[src/sv/bbc_pkg.sv]
// Package: shared types, codes and widths of the block buffer cache tag manager.
`timescale 1ns / 1ps

package bbc_pkg;

   localparam int MODE_W  = 3;
   localparam int BLK_W   = 48;
   localparam int IDX_W   = 6;
   localparam int CMD_W   = 2;
   localparam int ERR_W   = 2;
   localparam int CFG_W   = 4;

   // request modes
   localparam logic [MODE_W-1:0] MODE_GET_READ   = 3'd0;
   localparam logic [MODE_W-1:0] MODE_GET_NOREAD = 3'd1;
   localparam logic [MODE_W-1:0] MODE_GET_CLEAR  = 3'd2;
   localparam logic [MODE_W-1:0] MODE_READ_AHEAD = 3'd3;
   localparam logic [MODE_W-1:0] MODE_RELEASE    = 3'd4;
   localparam logic [MODE_W-1:0] MODE_MARK_DIRTY = 3'd5;
   localparam logic [MODE_W-1:0] MODE_INVALIDATE = 3'd6;

   // device commands
   localparam logic [CMD_W-1:0] DEV_NONE  = 2'd0;
   localparam logic [CMD_W-1:0] DEV_READ  = 2'd1;
   localparam logic [CMD_W-1:0] DEV_WRITE = 2'd2;
   localparam logic [CMD_W-1:0] DEV_CLEAR = 2'd3;

   // error codes
   localparam logic [ERR_W-1:0] ERR_OK      = 2'd0;
   localparam logic [ERR_W-1:0] ERR_BUSY    = 2'd1;
   localparam logic [ERR_W-1:0] ERR_NO_FREE = 2'd2;
   localparam logic [ERR_W-1:0] ERR_NOT_USE = 2'd3;

   // datapath operations
   typedef logic [4:0] dp_op_type;
   localparam dp_op_type OP_NONE      = 5'd0;
   localparam dp_op_type OP_CLR       = 5'd1;
   localparam dp_op_type OP_LOAD      = 5'd2;
   localparam dp_op_type OP_SCAN      = 5'd3;
   localparam dp_op_type OP_LNK_RD    = 5'd4;
   localparam dp_op_type OP_UNLINK    = 5'd5;
   localparam dp_op_type OP_USE       = 5'd6;
   localparam dp_op_type OP_PUSHH_INV = 5'd7;
   localparam dp_op_type OP_POP_RD    = 5'd8;
   localparam dp_op_type OP_ALLOC     = 5'd9;
   localparam dp_op_type OP_NEXT_T    = 5'd10;
   localparam dp_op_type OP_RB        = 5'd11;
   localparam dp_op_type OP_RA_REL    = 5'd12;
   localparam dp_op_type OP_RD_IDX    = 5'd13;
   localparam dp_op_type OP_CAP       = 5'd14;
   localparam dp_op_type OP_REL       = 5'd15;
   localparam dp_op_type OP_DIRTY     = 5'd16;

   // result kinds
   typedef logic [3:0] emit_kind_type;
   localparam emit_kind_type EK_HIT_BUSY = 4'd0;
   localparam emit_kind_type EK_HIT      = 4'd1;
   localparam emit_kind_type EK_MISS     = 4'd2;
   localparam emit_kind_type EK_NO_FREE  = 4'd3;
   localparam emit_kind_type EK_ZERO     = 4'd4;
   localparam emit_kind_type EK_REL_BAD  = 4'd5;
   localparam emit_kind_type EK_REL_WB   = 4'd6;
   localparam emit_kind_type EK_IDX      = 4'd7;
   localparam emit_kind_type EK_RA       = 4'd8;

   typedef struct packed {
      logic             valid;
      logic             dirty;
      logic             in_use;
      logic [BLK_W-1:0] tag;
   } meta_type;

   typedef struct packed {
      dp_op_type     op;
      logic          emit_en;
      emit_kind_type kind;
   } dp_cmd_type;

   typedef struct packed {
      logic [MODE_W-1:0] mode;
      logic clr_last;
      logic scan_done;
      logic found;
      logic meta_in_use;
      logic meta_dirty;
      logic idx_in_range;
      logic count_zero;
      logic t_first;
      logic t_last;
      logic n_zero;
      logic ra_emit_last;
      logic ra_rel_done;
      logic out_free;
   } dp_status_type;

endpackage

[src/sv/bbc_ctrl.sv]
// Controller: state machine that sequences datapath operations for each item.
`timescale 1ns / 1ps

module bbc_ctrl (
   input  logic                    clock,
   input  logic                    reset,
   input  logic                    req_valid,
   output logic                    req_ready,
   input  bbc_pkg::dp_status_type  status,
   output bbc_pkg::dp_cmd_type     cmd
);

   localparam logic [4:0] S_CLEAR    = 5'd0;
   localparam logic [4:0] S_IDLE     = 5'd1;
   localparam logic [4:0] S_DISPATCH = 5'd2;
   localparam logic [4:0] S_SCAN     = 5'd3;
   localparam logic [4:0] S_LNK_RD   = 5'd4;
   localparam logic [4:0] S_UNLINK   = 5'd5;
   localparam logic [4:0] S_USE      = 5'd6;
   localparam logic [4:0] S_PUSHH    = 5'd7;
   localparam logic [4:0] S_POP_RD   = 5'd8;
   localparam logic [4:0] S_ALLOC    = 5'd9;
   localparam logic [4:0] S_STEP     = 5'd10;
   localparam logic [4:0] S_RB       = 5'd11;
   localparam logic [4:0] S_RA_REL   = 5'd12;
   localparam logic [4:0] S_RA_EMIT  = 5'd13;
   localparam logic [4:0] S_RD_IDX   = 5'd14;
   localparam logic [4:0] S_CAP      = 5'd15;
   localparam logic [4:0] S_REL_DEC  = 5'd16;
   localparam logic [4:0] S_MARK_DEC = 5'd17;
   localparam logic [4:0] S_EMIT1    = 5'd18;

   logic [4:0]                  state_ff, state_in;
   bbc_pkg::emit_kind_type      kind_ff, kind_in;
   logic                        is_get, is_ra, is_inval;

   assign is_get   = status.mode <= bbc_pkg::MODE_GET_CLEAR;
   assign is_ra    = status.mode == bbc_pkg::MODE_READ_AHEAD;
   assign is_inval = status.mode == bbc_pkg::MODE_INVALIDATE;

   always_comb begin
      state_in    = state_ff;
      kind_in     = kind_ff;
      cmd.op      = bbc_pkg::OP_NONE;
      cmd.emit_en = 1'b0;
      cmd.kind    = kind_ff;
      req_ready   = 1'b0;
      unique case (state_ff)
         S_CLEAR: begin
            cmd.op = bbc_pkg::OP_CLR;
            if (status.clr_last) state_in = S_IDLE;
         end
         S_IDLE: begin
            req_ready = 1'b1;
            if (req_valid) begin
               cmd.op   = bbc_pkg::OP_LOAD;
               state_in = S_DISPATCH;
            end
         end
         S_DISPATCH: begin
            if (is_get || is_ra || is_inval) begin
               state_in = S_SCAN;
            end else if (status.mode == bbc_pkg::MODE_RELEASE ||
                         status.mode == bbc_pkg::MODE_MARK_DIRTY) begin
               state_in = S_RD_IDX;
            end else begin
               kind_in  = bbc_pkg::EK_ZERO;
               state_in = S_EMIT1;
            end
         end
         S_SCAN: begin
            if (!status.scan_done) begin
               cmd.op = bbc_pkg::OP_SCAN;
            end else if (is_inval) begin
               if (!status.found) begin
                  kind_in  = bbc_pkg::EK_ZERO;
                  state_in = S_EMIT1;
               end else if (status.meta_in_use) begin
                  state_in = S_PUSHH;
               end else begin
                  state_in = S_LNK_RD;
               end
            end else if (status.found && (is_get || status.t_first)) begin
               if (status.meta_in_use) begin
                  kind_in  = bbc_pkg::EK_HIT_BUSY;
                  state_in = S_EMIT1;
               end else begin
                  state_in = S_LNK_RD;
               end
            end else if (status.found) begin
               state_in = S_STEP;
            end else if (status.count_zero) begin
               kind_in  = bbc_pkg::EK_NO_FREE;
               state_in = is_ra ? S_RB : S_EMIT1;
            end else begin
               state_in = S_POP_RD;
            end
         end
         S_LNK_RD: begin
            cmd.op   = bbc_pkg::OP_LNK_RD;
            state_in = S_UNLINK;
         end
         S_UNLINK: begin
            cmd.op   = bbc_pkg::OP_UNLINK;
            state_in = is_inval ? S_PUSHH : S_USE;
         end
         S_USE: begin
            cmd.op   = bbc_pkg::OP_USE;
            kind_in  = bbc_pkg::EK_HIT;
            state_in = S_EMIT1;
         end
         S_PUSHH: begin
            cmd.op   = bbc_pkg::OP_PUSHH_INV;
            kind_in  = bbc_pkg::EK_HIT;
            state_in = S_EMIT1;
         end
         S_POP_RD: begin
            cmd.op   = bbc_pkg::OP_POP_RD;
            state_in = S_ALLOC;
         end
         S_ALLOC: begin
            cmd.op = bbc_pkg::OP_ALLOC;
            if (is_ra) begin
               state_in = S_STEP;
            end else begin
               kind_in  = bbc_pkg::EK_MISS;
               state_in = S_EMIT1;
            end
         end
         S_STEP: begin
            if (status.t_last) begin
               state_in = S_RA_REL;
            end else begin
               cmd.op   = bbc_pkg::OP_NEXT_T;
               state_in = S_SCAN;
            end
         end
         S_RB: begin
            // undo the allocations of a read-ahead that ran dry
            if (status.n_zero) state_in = S_EMIT1;
            else cmd.op = bbc_pkg::OP_RB;
         end
         S_RA_REL: begin
            if (status.ra_rel_done) state_in = S_RA_EMIT;
            else cmd.op = bbc_pkg::OP_RA_REL;
         end
         S_RA_EMIT: begin
            cmd.kind = bbc_pkg::EK_RA;
            if (status.out_free) begin
               cmd.emit_en = 1'b1;
               if (status.ra_emit_last) state_in = S_IDLE;
            end
         end
         S_RD_IDX: begin
            cmd.op   = bbc_pkg::OP_RD_IDX;
            state_in = S_CAP;
         end
         S_CAP: begin
            cmd.op   = bbc_pkg::OP_CAP;
            state_in = (status.mode == bbc_pkg::MODE_RELEASE) ? S_REL_DEC : S_MARK_DEC;
         end
         S_REL_DEC: begin
            if (!status.idx_in_range || !status.meta_in_use) begin
               kind_in = bbc_pkg::EK_REL_BAD;
            end else begin
               cmd.op  = bbc_pkg::OP_REL;
               kind_in = status.meta_dirty ? bbc_pkg::EK_REL_WB : bbc_pkg::EK_IDX;
            end
            state_in = S_EMIT1;
         end
         S_MARK_DEC: begin
            if (status.idx_in_range && status.meta_in_use) cmd.op = bbc_pkg::OP_DIRTY;
            kind_in  = bbc_pkg::EK_IDX;
            state_in = S_EMIT1;
         end
         S_EMIT1: begin
            if (status.out_free) begin
               cmd.emit_en = 1'b1;
               state_in    = S_IDLE;
            end
         end
         default: state_in = S_IDLE;
      endcase
   end

   always_ff @(posedge clock) begin
      if (reset) begin
         state_ff <= S_CLEAR;
         kind_ff  <= bbc_pkg::EK_ZERO;
      end else begin
         state_ff <= state_in;
         kind_ff  <= kind_in;
      end
   end

endmodule
[config.mk]
export PLATFORM = sky130hd
export DESIGN_NAME = bbc_ctrl
export DESIGN_NICKNAME = d
export VERILOG_FILES = /design/src/sv/bbc_pkg.sv /design/src/sv/bbc_ctrl.sv
export SDC_FILE = /design/constraint.sdc
export NUM_CORES = 1
export LEC_CHECK = 0
export BUFFER_PORTS_ARGS = -buffer_cell sky130_fd_sc_hd__buf_2
export CAP_MARGIN = 20
export CORE_ASPECT_RATIO = 1.5
export CORE_MARGIN = 2
export CORE_UTILIZATION = 59
export CTS_CLUSTER_DIAMETER = 120
export DETAILED_ROUTE_END_ITERATION = 8
export PLACE_DENSITY_LB_ADDON = 0.08
export SLEW_MARGIN = 25
export SYNTH_ARGS = -nofsm -noshare
export SYNTH_HDL_FRONTEND = slang
export SYNTH_SLANG_ARGS = --single-unit
[constraint.sdc]
create_clock -name clock -period 2.75 [get_ports clock]
set_input_delay 0.4125 -clock clock [delete_from_list [all_inputs] [get_ports clock]]
set_output_delay 0.4125 -clock clock [all_outputs]
set_load 0.01 [all_outputs]
==> flow_summary.yaml <==
floorplanning:
  die_footprint_sq_mm: 0.00266
  die_width_microns: 42.8
  io_pins: 30
  initial_standard_cell_utilization_of_the_core_pct: 61.0
  die_height_microns: 62.2
  row_count: 21
  core_area_sq_mm: 0.00218
logic_synthesis:
  yosys_most_used_dff: "sky130_fd_sc_hd__dfxtp_1"
  ys_ff_latch: 8
  synth_largest_type_area_fraction_pct: 12.0
  netlist_top_cells_count: "sky130_fd_sc_hd__nand2_1, sky130_fd_sc_hd__nor2_1, sky130_fd_sc_hd__o21ai_0"
  yosys.cell_count.top_type: "sky130_fd_sc_hd__nand2_1"
  synth_sequential_area_ratio_pct: 12.0
  synth.area.top_cells: "sky130_fd_sc_hd__dfxtp_1, sky130_fd_sc_hd__nand2_1, sky130_fd_sc_hd__nor2b_1, sky130_fd_sc_hd__o21ai_0, sky130_fd_sc_hd__a21oi_1"
  yosys.area.top_type: "sky130_fd_sc_hd__dfxtp_1"
  count_of_flip_flops_with_a_built_in_enable_after_synthesis: 0
  synth-warning-count: 0
  mappedNetlistArea_sq_mm: 0.00133
  async_reset_ff_share_pct: 0
  ys_types: 60
  number_of_instances_in_the_synthesized_netlist: 178
  syn_avg_cell_area_sq_um: 7.48
  mappedNetlistNets: 197
power:
  power.total_w: 0.00135
  ir_worst_vdd_uv: 455
  cellPowerDensity_mw_per_mm2: 916
  power.leakage_nw: 0.593
clocking:
  clock_sink_total: 8
  cts_tree: "built"
  htree_levels: 1
  cts_inserted_buffers: 3
  clkSlewWorstSetupHoldPaths_ns: 0.06
  max-clock-path-buffers: 2
  post-cts-setup-buffers: 0
  cts_root_buffer: "sky130_fd_sc_hd__clkbuf_4"
  cts_resized: 0
  cts_stage_hold_buffer_count: 0
  clock_insertion_delay_worst_skew_ns: 0.27
grt:
  grt_pass1_wl_mm: 6.18
  globalRoute.busiestLayer: "met2"
  grt_antenna_before_repair: 0
  grtUsageMet2_pct: 48.7
  grt_overflow_total: 0
  first_global_vias: 1321
  grt_use_met1_pct: 36.1
  grt_util_all_layers_pct: 29.3
  grt_use_met3_pct: 2.62
  grt_start_max_net_pins: 22
timing:
  max_slew.worst_pin.slew_ns: 0.742
  slew-limit-headroom_pct: 49.3
  achievable-frequency_ghz: 0.412
  setup_total_negative_slack_ns: 0
  clock_skew_ns: 0.00334
  hold_ws_ns: 0.477
  report.final.slew_viol_count: 0
  final_hold_viol_count: 0
  min_period_over_period_pct: 88.3
  rsz0062_at_grt: "false"
  final.min_clock_period_ns: 2.43
  final-setup-viol-count: 0
layout:
  area_of_the_multi_input_gates_sq_mm: 0.00108
  final_core_utilization_pct: 67.8
  area_growth_pct: 11.0
  num_antenna_cells: 0
  drive_gt1_share_pct: 25.4
  final_design_area_no_fill_sq_mm: 0.00148
  fin_nets: 222
  fillers: 197
  area_occupied_by_registers_sq_um: 160
place:
  placedInstanceArea_sq_mm: 0.00146
  final_estimated_routing_congestion_in_global_placement: 0.937
  dpl.hpwl_mm: 2.93
  port-buffer-count: 29
setup_path:
  worst_setup_path_end_kind: "output pin"
  crit_arrival_ns: 2.01
  critPathMaxFanout: 21
  setup.worst_path.class: "reg -> out"
  worst-endpoint-required_ns: 2.34
  nature_of_the_critical_path_startpoint: "flop"
worst_hold_path:
  holdCritPathClass: "in -> reg"
detailed_routing:
  post-route-drc-count: 0
  num_vias: 1546
  drt-vias-per-instance: 6.90
  drt-pass1-iter-count: 4
  initialDrtViolationCount: 104
  ant_nets: 0
  routed_wire_length_per_instance_microns: 17.1
  drt_wl_total_mm: 3.84
job:
  drv_cap: 0
run_status:
  run_status: "finished, final reports clean"
-- cells in the final DEF, fill, tap and decap left out, types with 5 or more instances in the layout --
cell type	instances
sky130_fd_sc_hd__nand2_1	17
sky130_fd_sc_hd__and3b_1	5
sky130_fd_sc_hd__buf_2	29
sky130_fd_sc_hd__o21ai_0	11
sky130_fd_sc_hd__o211ai_1	5
sky130_fd_sc_hd__dfxtp_1	8
sky130_fd_sc_hd__nand3_1	5
sky130_fd_sc_hd__nor2b_1	9
sky130_fd_sc_hd__nor3_1	6
sky130_fd_sc_hd__a31oi_1	5
sky130_fd_sc_hd__inv_1	5
sky130_fd_sc_hd__nor2_1	11
sky130_fd_sc_hd__a21oi_1	9
sky130_fd_sc_hd__nand2b_1	6
-- layer usage --
metal	part of all wire [%]	wire length, microns	vias up
met5	0	0	-
met4	4.4	170	0
met2	50	1910	100
li1	-	-	726
met1	38	1470	703
met3	7.7	294	17
-- path summary, 6_finish.rpt --
kind | startpoint | cells after the start | slack, ns | to
max | state_ff[2] | 4 | 0.32 | cmd[4]
min | reset | 2 | 0.48 | state_ff[4]
max reg2reg | state_ff[3] | 6 | 0.46 | kind_ff[2]
min reg2reg | kind_ff[2] | 2 | 0.54 | kind_ff[2]
-- state kept, by name (all words and copies together), names as in the netlist --
name	flops
state_ff	5
kind_ff	3
-- cell families after synthesis --
family          after synthesis  synth area share (%)
simple gates                 83                  38.0
flops                         8                  12.0
buf+inv                      18                  7.14
mux                           5                  4.51
compound gates               63                  37.7
xor+xnor                      1                 0.658
-- critical path: stages, from the launching register on --
cell and delay, ns:
sky130_fd_sc_hd__dfxtp_1 0.77, sky130_fd_sc_hd__nand2_1 0.21, sky130_fd_sc_hd__nor3_1 0.44, sky130_fd_sc_hd__o21a_1 0.20
sky130_fd_sc_hd__buf_2 0.12
-- report_power, final --
part | internal (W) | switching, W | total, W | leakage [nW]
Clock | 0.0000504 | 0.0000472 | 0.0000976 | 0.0138
Sequential | 0.000148 | 0.000121 | 0.000269 | 0.0654
Combinational | 0.000428 | 0.000558 | 0.000986 | 0.514
-- area by class of cell --
class                           instances  area share, %
Tap cell                               23           1.95
Multi-Input combinational cell        152           72.8
Clock buffer                            3           1.52
Timing Repair Buffer                   32           11.3
Sequential cell                         8           10.8
Inverter                                6           1.52
-- stage by stage --
stage,worst slack [ns],std cells
final,0.323,224
after global routing,0.197,224
after detailed placement,0.523,221
after floorplan,0.914,178
after CTS,0.344,224
after global placement,0.545,221
Power figures use the tool's default switching activity.
